**src/rtl/ros_pkg.sv**
```systemverilog
`timescale 1ns / 1ps
`default_nettype none
// ----------------------------------------------------------------------------
// ros_pkg: shared types and constants of the rank ordered symbol list
// Holds the transaction payload structs, the request codes, the reset value
// of the rescaling period and the control group broadcast to the cells.
// ----------------------------------------------------------------------------
package ros_pkg;

	localparam logic REQ_HIT    = 1'b0;
	localparam logic REQ_APPEND = 1'b1;

	localparam int unsigned PERIOD_W     = 16;
	localparam logic [PERIOD_W-1:0] PERIOD_RESET = 16'd4096;
	localparam int unsigned SYM_W        = 8;

	typedef struct packed {
		logic             req_type;
		logic [SYM_W-1:0] symbol;
		logic [2:0]       slot;
	} in_t;

	typedef struct packed {
		logic [63:0] list_word;
		logic [3:0]  fill_count;
		logic [2:0]  new_slot;
	} out_t;

	typedef struct packed {
		logic             en;
		logic             req_type;
		logic             rescale;
		logic [SYM_W-1:0] symbol;
	} cell_ctrl_t;

endpackage
`default_nettype wire

```
**src/rtl/ros_cell.sv**
```systemverilog
`timescale 1ns / 1ps
`default_nettype none
// ----------------------------------------------------------------------------
// ros_cell: one slot of the rank ordered symbol list
// Holds one symbol and its hit count, takes its lower neighbor's entry when
// a promoted entry bubbles past, and rescales its count on request.
// ----------------------------------------------------------------------------
module ros_cell #(
	parameter int COUNT_BITS = 13,
	parameter int IDX_W      = 3,
	parameter int IDX        = 0,
	parameter bit IS_LAST    = 1'b0
) (
	input  wire                               clk,
	input  wire                               arst_n,
	input  wire ros_pkg::cell_ctrl_t          ctrl,
	input  wire  [IDX_W-1:0]                  pos,
	input  wire  [COUNT_BITS-1:0]             c_new,
	input  wire  [COUNT_BITS-1:0]             nbr_cnt,
	input  wire  [ros_pkg::SYM_W-1:0]         nbr_sym,
	input  wire                               reach_in,
	input  wire                               reach_below,
	input  wire                               found_in,
	output logic                              reach_out,
	output logic                              found_out,
	output logic                              hot,
	output logic [COUNT_BITS-1:0]             cnt_o,
	output logic [ros_pkg::SYM_W-1:0]         sym_o,
	output logic [ros_pkg::SYM_W-1:0]         sym_d
);

	logic [COUNT_BITS-1:0]     cnt_q;
	logic [ros_pkg::SYM_W-1:0] sym_q;
	logic [COUNT_BITS-1:0]     cnt_upd;
	logic [COUNT_BITS-1:0]     cnt_d;
	logic                      is_pos;
	logic                      cand;
	logic                      sel;

	function automatic logic [COUNT_BITS-1:0] lead_one(input logic [COUNT_BITS:0] v);
		logic [COUNT_BITS-1:0] r;
		r = '0;
		for (int i = 0; i <= COUNT_BITS; i++) begin
			if (v[i]) begin
				r = COUNT_BITS'(i);
			end
		end
		return r;
	endfunction

	assign is_pos    = (pos == IDX_W'(IDX));
	assign reach_out = is_pos || (reach_in && (c_new > cnt_q));
	assign cand      = (cnt_q == '0) || IS_LAST;
	assign sel       = cand && !found_in;
	assign found_out = found_in || cand;
	assign cnt_o     = cnt_q;
	assign sym_o     = sym_q;

	always_comb begin
		cnt_upd = cnt_q;
		sym_d   = sym_q;
		hot     = 1'b0;
		case (ctrl.req_type)
			ros_pkg::REQ_HIT: begin
				if (reach_out && reach_below) begin
					cnt_upd = nbr_cnt;
					sym_d   = nbr_sym;
				end else if (reach_out) begin
					cnt_upd = c_new;
					hot     = 1'b1;
					if (!is_pos) begin
						sym_d = ctrl.symbol;
					end
				end
			end
			ros_pkg::REQ_APPEND: begin
				if (sel) begin
					cnt_upd = COUNT_BITS'(1);
					sym_d   = ctrl.symbol;
					hot     = 1'b1;
				end else if (found_in) begin
					sym_d = '0;
				end
			end
			default: begin
				cnt_upd = cnt_q;
			end
		endcase
		cnt_d = ctrl.rescale ? lead_one({1'b0, cnt_upd} + 1'b1) : cnt_upd;
	end

	always_ff @(posedge clk or negedge arst_n) begin
		if (!arst_n) begin
			cnt_q <= '0;
			sym_q <= '0;
		end else if (ctrl.en) begin
			cnt_q <= cnt_d;
			sym_q <= sym_d;
		end
	end

endmodule
`default_nettype wire

```
**src/rtl/rank_ordered_symbol_list.sv**
```systemverilog
`timescale 1ns / 1ps
`default_nettype none
// ----------------------------------------------------------------------------
// rank_ordered_symbol_list: frequency count self-organizing byte list
// The input channel (in_valid, in_stall, in_data) carries one request per
// transaction: a hit on a slot or an append of a new symbol. The output
// channel (out_valid, out_stall, out_data) returns one transaction per
// request with the packed list, the fill count and the symbol's new slot.
// The result is registered before it shows on the output. One request is
// taken every cycle while in_stall is low; the figure is set by the row of
// slot cells, which compare, shift and rescale combinationally.
// When the receiver stalls, one more result is held in a skid register and
// in_stall then rises until the output drains.
// cfg_we and cfg_wdata write the rescaling period; write it only while the
// block is idle.
// Reset clears all symbols and counts, the fill and operation counters, and
// sets the period to 4096.
// ----------------------------------------------------------------------------
module rank_ordered_symbol_list #(
	parameter int SLOTS      = 8,
	parameter int COUNT_BITS = 13
) (
	input  wire                              clk,
	input  wire                              arst_n,
	input  wire                              in_valid,
	output logic                             in_stall,
	input  wire ros_pkg::in_t                in_data,
	output logic                             out_valid,
	input  wire                              out_stall,
	output ros_pkg::out_t                    out_data,
	input  wire                              cfg_we,
	input  wire  [ros_pkg::PERIOD_W-1:0]     cfg_wdata
);

	localparam int IDX_W  = (SLOTS > 1) ? $clog2(SLOTS) : 1;
	localparam int HELD_W = $clog2(SLOTS + 1);

	logic [ros_pkg::PERIOD_W-1:0] period_q;
	logic [ros_pkg::PERIOD_W-1:0] op_q;
	logic [ros_pkg::PERIOD_W-1:0] op_next;
	logic [HELD_W-1:0]            held_q;
	logic [HELD_W-1:0]            held_d;

	logic                         acc;
	logic                         take;
	logic                         rescale;
	logic [IDX_W-1:0]             pos;
	logic [COUNT_BITS-1:0]        cnt_at_pos;
	logic [COUNT_BITS-1:0]        c_new;
	ros_pkg::cell_ctrl_t          ctrl;

	logic [COUNT_BITS-1:0]        cnt_a [SLOTS];
	logic [ros_pkg::SYM_W-1:0]    sym_a [SLOTS];
	logic [ros_pkg::SYM_W-1:0]    sym_d_a [SLOTS];
	logic [SLOTS:0]               reach;
	logic [SLOTS-1:0]             reach_dn;
	logic [SLOTS:0]               found;
	logic [SLOTS-1:0]             hot;
	logic [IDX_W-1:0]             dest;
	logic [63:0]                  word;
	ros_pkg::out_t                res;

	logic                         out_valid_q;
	ros_pkg::out_t                out_q;
	logic                         skid_valid_q;
	ros_pkg::out_t                skid_q;

	assign in_stall  = skid_valid_q;
	assign acc       = in_valid && !skid_valid_q;
	assign take      = out_valid_q && !out_stall;
	assign out_valid = out_valid_q;
	assign out_data  = out_q;

	assign op_next = op_q + 1'b1;
	assign rescale = (op_next >= period_q);

	always_comb begin
		if (32'(in_data.slot) >= 32'(SLOTS)) begin
			pos = IDX_W'(SLOTS - 1);
		end else begin
			pos = IDX_W'(in_data.slot);
		end
	end

	assign cnt_at_pos = cnt_a[pos];
	assign c_new      = (cnt_at_pos == '1) ? cnt_at_pos : cnt_at_pos + 1'b1;

	always_comb begin
		ctrl.en       = acc;
		ctrl.req_type = in_data.req_type;
		ctrl.rescale  = rescale;
		ctrl.symbol   = in_data.symbol;
	end

	assign reach[SLOTS] = 1'b0;
	assign found[0]     = 1'b0;

	for (genvar k = 0; k < SLOTS; k++) begin : g_cell
		logic [COUNT_BITS-1:0]     nbr_cnt;
		logic [ros_pkg::SYM_W-1:0] nbr_sym;

		if (k == 0) begin : g_first
			assign nbr_cnt     = '0;
			assign nbr_sym     = '0;
			assign reach_dn[k] = 1'b0;
		end else begin : g_rest
			assign nbr_cnt     = cnt_a[k-1];
			assign nbr_sym     = sym_a[k-1];
			assign reach_dn[k] = reach[k-1];
		end

		ros_cell #(
			.COUNT_BITS (COUNT_BITS),
			.IDX_W      (IDX_W),
			.IDX        (k),
			.IS_LAST    (k == SLOTS - 1)
		) u_cell (
			.clk         (clk),
			.arst_n      (arst_n),
			.ctrl        (ctrl),
			.pos         (pos),
			.c_new       (c_new),
			.nbr_cnt     (nbr_cnt),
			.nbr_sym     (nbr_sym),
			.reach_in    (reach[k+1]),
			.reach_below (reach_dn[k]),
			.found_in    (found[k]),
			.reach_out   (reach[k]),
			.found_out   (found[k+1]),
			.hot         (hot[k]),
			.cnt_o       (cnt_a[k]),
			.sym_o       (sym_a[k]),
			.sym_d       (sym_d_a[k])
		);
	end

	for (genvar b = 0; b < 8; b++) begin : g_word
		if (b < SLOTS) begin : g_used
			assign word[8*b +: 8] = sym_d_a[b];
		end else begin : g_pad
			assign word[8*b +: 8] = '0;
		end
	end

	always_comb begin
		dest = '0;
		for (int k = 0; k < SLOTS; k++) begin
			if (hot[k]) begin
				dest = dest | IDX_W'(k);
			end
		end
	end

	always_comb begin
		held_d = held_q;
		if ((in_data.req_type == ros_pkg::REQ_APPEND) && (held_q < HELD_W'(SLOTS))) begin
			held_d = held_q + 1'b1;
		end
	end

	always_comb begin
		res.list_word  = word;
		res.fill_count = 4'(held_d);
		res.new_slot   = 3'(dest);
	end

	always_ff @(posedge clk or negedge arst_n) begin
		if (!arst_n) begin
			period_q <= ros_pkg::PERIOD_RESET;
		end else if (cfg_we) begin
			period_q <= cfg_wdata;
		end
	end

	always_ff @(posedge clk or negedge arst_n) begin
		if (!arst_n) begin
			op_q   <= '0;
			held_q <= '0;
		end else if (acc) begin
			op_q   <= rescale ? '0 : op_next;
			held_q <= held_d;
		end
	end

	always_ff @(posedge clk or negedge arst_n) begin
		if (!arst_n) begin
			out_valid_q  <= 1'b0;
			skid_valid_q <= 1'b0;
		end else if (skid_valid_q) begin
			if (take) begin
				skid_valid_q <= 1'b0;
			end
		end else if (acc) begin
			if (out_valid_q && !take) begin
				skid_valid_q <= 1'b1;
			end else begin
				out_valid_q <= 1'b1;
			end
		end else if (take) begin
			out_valid_q <= 1'b0;
		end
	end

	always_ff @(posedge clk) begin
		if (skid_valid_q) begin
			if (take) begin
				out_q <= skid_q;
			end
		end else if (acc) begin
			if (out_valid_q && !take) begin
				skid_q <= res;
			end else begin
				out_q <= res;
			end
		end
	end

	a_dest_onehot: assert property (@(posedge clk) disable iff (!arst_n)
		acc |-> $onehot(hot))
		else $error("request did not land in exactly one slot");

	a_append_target: assert property (@(posedge clk) disable iff (!arst_n)
		found[SLOTS])
		else $error("append found no target slot");

	a_skid_order: assert property (@(posedge clk) disable iff (!arst_n)
		skid_valid_q |-> out_valid_q)
		else $error("skid register holds a transaction while the output is empty");

	a_fill_bound: assert property (@(posedge clk) disable iff (!arst_n)
		held_q <= HELD_W'(SLOTS))
		else $error("fill count exceeds the number of slots");

endmodule
`default_nettype wire

```
**config.mk**
```make
export PLATFORM = sky130hd
export DESIGN_NAME = rank_ordered_symbol_list
export DESIGN_NICKNAME = d
export VERILOG_FILES = /design/src/rtl/ros_pkg.sv /design/src/rtl/ros_cell.sv /design/src/rtl/rank_ordered_symbol_list.sv
export SDC_FILE = /design/constraint.sdc
export NUM_CORES = 1
export LEC_CHECK = 0
export ABC_AREA = 1
export BUFFER_PORTS_ARGS = -buffer_cell sky130_fd_sc_hd__buf_4
export CAP_MARGIN = 20
export CORE_MARGIN = 4
export CORE_UTILIZATION = 45
export CTS_CLUSTER_SIZE = 24
export DETAILED_ROUTE_END_ITERATION = 10
export PLACE_DENSITY = 0.64
export SLEW_MARGIN = 20
export SYNTH_ARGS = -nofsm -noshare
export SYNTH_HDL_FRONTEND = slang
export SYNTH_SLANG_ARGS = --single-unit
```
**constraint.sdc**
```tcl
create_clock -name clk -period 12.7 [get_ports clk]
set_clock_uncertainty 0.05 [all_clocks]
set_input_delay 1.27 -clock clk [delete_from_list [all_inputs] [get_ports clk]]
set_output_delay 1.27 -clock clk [all_outputs]
set_load 0.01 [all_outputs]
```
==> impl_metrics.yaml <==
outcome:
  status: "complete, no violations"
floorplanning:
  design.core.area_um2: 55100
  ios: 106
  start_util_pct: 45.5
  die_h_um: 244
  rows: 86
  floorplan.die_area_um2: 59600
  die_width_um: 244
worst_setup_path:
  worstPathBufferInverterCount: 5
  slowest_library_cell_on_the_worst_path: "sky130_fd_sc_hd__nand2_4"
  worst_r2r_endpoint: "g_cell[0].u_cell.cnt_o[3]"
  worst_path_required_time_ns: 13.06
  cpLargestDelayFamily: "simple AND/OR/NAND/NOR gates"
  worst_path_arrival_time_ns: 10.81
  critical_path.startpoint_type: "primary input"
  worst-setup-path-type: "in2reg"
  worst_setup_path_end_kind: "flip-flop"
  worstReg2RegStart: "g_cell[5].u_cell.cnt_o[1]"
  reg2reg_slack_ns: 2.82
  cp_slowest_stage_delay_ns: 0.47
  reg2reg_depth: 46
  cell_mode_on_critical_path: "sky130_fd_sc_hd__nand2_4"
  worst-path-max-fanout: 48
route:
  via_count: 24300
  final_antenna_net_count: 0
  drt_pre_antenna_iters: 6
  route.detailed.drc: 0
  detail_route.wl_per_cell_um: 20.4
  drt_iter0_markers: 2764
  post_drt_via_cell_ratio: 5.81
  wirelength_um: 85300
power:
  power.density_cell_area_nw_per_um2: 263
  seq_power_share_pct: 29.5
  p_leak_nw: 12.6
  vdd.ir_drop.worst_uv: 122
  switching_power_mw: 3.57
  power.share.clock_pct: 16.6
  netSwitchingFraction_pct: 48.9
  cell_internal_pwr_mw: 3.73
  pwr-share-comb_pct: 53.9
logic_synthesis:
  average_footprint_of_a_synthesized_cell_um2: 7.40
  post_synthesis_cell_area_um2: 25100
  yosysSeqAreaShare_pct: 37.6
  main_combinational_cell_family_by_area_after_synthesis: "simple AND/OR/NAND/NOR gates"
  post_synth_fa_ha_maj_area_fraction_pct: 5.89
  synth-seq-cells: 348
  synth.net_count: 3537
  async_flop_share_pct: 59.2
  yosys-mux-area-fraction_pct: 0.0449
  synth_xor_xnor_area_share_pct: 2.34
  yosys_warnings: 0
  netlist-cell-type-count: 63
  synthesis.instances: 3386
  synth-edff-count: 142
  synth-compound-area-share_pct: 20.8
  post_synth_and_or_nand_nor_area_fraction_pct: 24.2
  postSynth.topFlopCell: "sky130_fd_sc_hd__dfrtp_1"
clocking:
  clock_latency_ns: 0.59
  cts_inserted_buffers: 41
  htreeDepth: 2
  post_cts_hold_buffer_count: 0
  ctsResizeCount: 0
  cts.clk_slew.worst_paths_ns: 0.06
  cts_buffer_depth: 3
  cts_root_buffer: "sky130_fd_sc_hd__clkbuf_16"
  cts_tree: "built"
  post_cts_buffers: 0
  clock-sinks: 348
final_layout:
  multi_input_comb_area_um2: 13400
  finish.instance_area_um2: 27800
  final_core_utilization_pct: 50.4
  mostFrequentLayoutCell: "sky130_fd_sc_hd__nand2_1"
  finalNetCount: 3558
  final_layout_size_suffix_gt1_share_pct: 8.90
  area.sequential_um2: 9420
  final_cells: 4190
  filler_cell_count: 5547
  most_used_cells_in_the_layout_excluding_fill_and_tap_cells: "sky130_fd_sc_hd__nand2_1, sky130_fd_sc_hd__inv_1, sky130_fd_sc_hd__o21ai_0"
  flow.area_growth_from_synthesis_pct: 10.8
min_path:
  hold_path.startpoint: "g_cell[7].u_cell.sym_o[0]"
  timing.hold.worst.class: "reg2reg"
  min_to: "g_cell[7].u_cell.sym_o[0]"
  min_path_cells: 2
sta:
  rsz_0062_raised_after_global_routing: "no"
  setup_slack_ns: 2.26
  period_share_pct: 82.2
  slew_violations: 0
  period_needed_ns: 10.44
  setup_total_neg_slack_ns: 0
  worst-slew-pin-transition_ns: 1.13
  worst_slew_margin_rel_pct: 24.2
  clock.fmax_mhz: 95.8
  report.final.hold_viol_count: 0
  setup_viol: 0
placed_design:
  placed_area_um2: 26400
  placement.setup.worst_slack_ns: 1.85
  gp_routability_congestion: 0.992
  placedCellCount: 4112
  total_half_perimeter_wirelength_after_legalization_and_detailed_placement_um: 60700
  buffers_added_on_ports: 105
global_routing:
  grt_start_max_net_pins: 101
  globalRouteOverflowTotal: 0
  grt_usage_pct: 27.9
  grt_antenna_before_repair: 3
  wire_length_of_the_first_global_routing_pass_um: 132000
  vias_in_the_first_global_route: 22500
run:
  maxCapViolations: 0
-- worst max-delay path by stage --
stage | startpoint | endpoint | slack, ns | cells after the start
after floorplan | in_data[1] | g_cell[0].u_cell.cnt_o[2] | 5.68 | 50
after global placement | in_data[0] | g_cell[0].u_cell.cnt_o[2] | 2.03 | 50
after detailed placement | in_data[0] | g_cell[0].u_cell.cnt_o[3] | 1.85 | 48
after CTS | in_data[0] | g_cell[0].u_cell.cnt_o[3] | 2.47 | 48
after global routing | in_data[0] | g_cell[0].u_cell.cnt_o[2] | 1.43 | 49
final | in_data[0] | g_cell[0].u_cell.cnt_o[3] | 2.26 | 48
-- logic make-up (layout without fill, tap and decap cells) --
kind of cell,count (synthesis),after routing
mux,1,1
simple gates,1423,1423
buf+inv,590,643
other cells,0,3
xor+xnor,67,67
compound gates,839,839
fa+ha+maj,118,118
flops,348,348
-- power by group through the flow --
stage               sequential (mW)  clock, mW  combinational (mW)
floorplan                      2.03          0                2.67
global placement               2.16          0                3.84
detailed placement             2.15          0                3.87
CTS                            2.13       1.23                3.88
global route                   2.18       1.28                4.40
finish                         2.15       1.21                3.93
-- synth_stat cells, types with 6 or more instances --
| master | number | area (um^2) |
|---|---|---|
| sky130_fd_sc_hd__nand2_1 | 951 | 3570 |
| sky130_fd_sc_hd__inv_1 | 407 | 1530 |
| sky130_fd_sc_hd__o21ai_0 | 287 | 1440 |
| sky130_fd_sc_hd__dfrtp_1 | 205 | 5130 |
| sky130_fd_sc_hd__nor2_1 | 200 | 751 |
| sky130_fd_sc_hd__edfxtp_1 | 142 | 4260 |
| sky130_fd_sc_hd__o22ai_1 | 138 | 863 |
| sky130_fd_sc_hd__ha_1 | 118 | 1480 |
| sky130_fd_sc_hd__clkbuf_1 | 116 | 435 |
| sky130_fd_sc_hd__o211ai_1 | 107 | 803 |
| sky130_fd_sc_hd__a21oi_1 | 106 | 531 |
| sky130_fd_sc_hd__nand3_1 | 104 | 521 |
| sky130_fd_sc_hd__o221ai_1 | 76 | 666 |
| sky130_fd_sc_hd__xor2_1 | 57 | 499 |
| sky130_fd_sc_hd__nand4_1 | 53 | 332 |
| sky130_fd_sc_hd__o21ai_1 | 36 | 180 |
| sky130_fd_sc_hd__a22oi_1 | 24 | 180 |
| sky130_fd_sc_hd__buf_1 | 21 | 78.8 |
| sky130_fd_sc_hd__inv_2 | 18 | 67.6 |
| sky130_fd_sc_hd__nor2_2 | 16 | 100 |
| sky130_fd_sc_hd__nand2_4 | 14 | 158 |
| sky130_fd_sc_hd__and2_1 | 13 | 81.3 |
| sky130_fd_sc_hd__nor3_1 | 13 | 65.1 |
| sky130_fd_sc_hd__nor4_1 | 13 | 81.3 |
| sky130_fd_sc_hd__o2111ai_1 | 13 | 114 |
| sky130_fd_sc_hd__nand2_2 | 11 | 68.8 |
| sky130_fd_sc_hd__buf_2 | 10 | 50.1 |
| sky130_fd_sc_hd__xnor2_1 | 10 | 87.6 |
| sky130_fd_sc_hd__a21boi_0 | 7 | 52.6 |
| sky130_fd_sc_hd__a221oi_1 | 7 | 61.3 |
| sky130_fd_sc_hd__clkinv_1 | 7 | 26.3 |
| sky130_fd_sc_hd__nand3b_1 | 7 | 52.6 |
| sky130_fd_sc_hd__o21a_1 | 7 | 52.6 |
| sky130_fd_sc_hd__a21oi_2 | 6 | 52.6 |
| sky130_fd_sc_hd__buf_6 | 6 | 67.6 |
-- tightest hold or removal path, delay by kind of cell (launching register included) --
kind,cells,cell delay (ns)
DFF,1,0.33
and+or+nand+nor,2,0.11
-- stage by stage --
step,total power [mW],hold slack [ns]
after global placement,6.00,0.410
after floorplan,4.70,0.394
final,7.29,0.427
after detailed placement,6.01,0.411
after global routing,7.86,0.456
after CTS,7.25,0.426
-- final cells by class --
cell class / instances / share of cell area (%)
clock buffers: 54 / 4.05
diodes: 3 / 0.0270
flip-flops and latches: 348 / 33.9
clock inverters: 21 / 0.820
repair buffers: 135 / 3.68
well taps: 748 / 3.37
multi-input cells: 2448 / 48.2
inverters: 433 / 5.88
-- registers in the layout (all words and copies together) (netlist names) --
register,cells
g_cell.u_cell.cnt_o,104
g_cell.u_cell.sym_o,64
held_q,4
in_stall,1
op_q,16
out_data,71
out_valid,1
period_q,16
skid_q,71
-- routing by layer --
layer  GRT usage [%]  vias to the layer above  part of all wire (%)
met5               0                        -                     0
met4            11.5                        0                   4.6
met3            4.50                      249                   8.5
met2            43.9                     1064                    44
met1            38.4                    11400                    42
li1                -                    11600                     -
No activity file was read; power rests on OpenSTA's default activity.
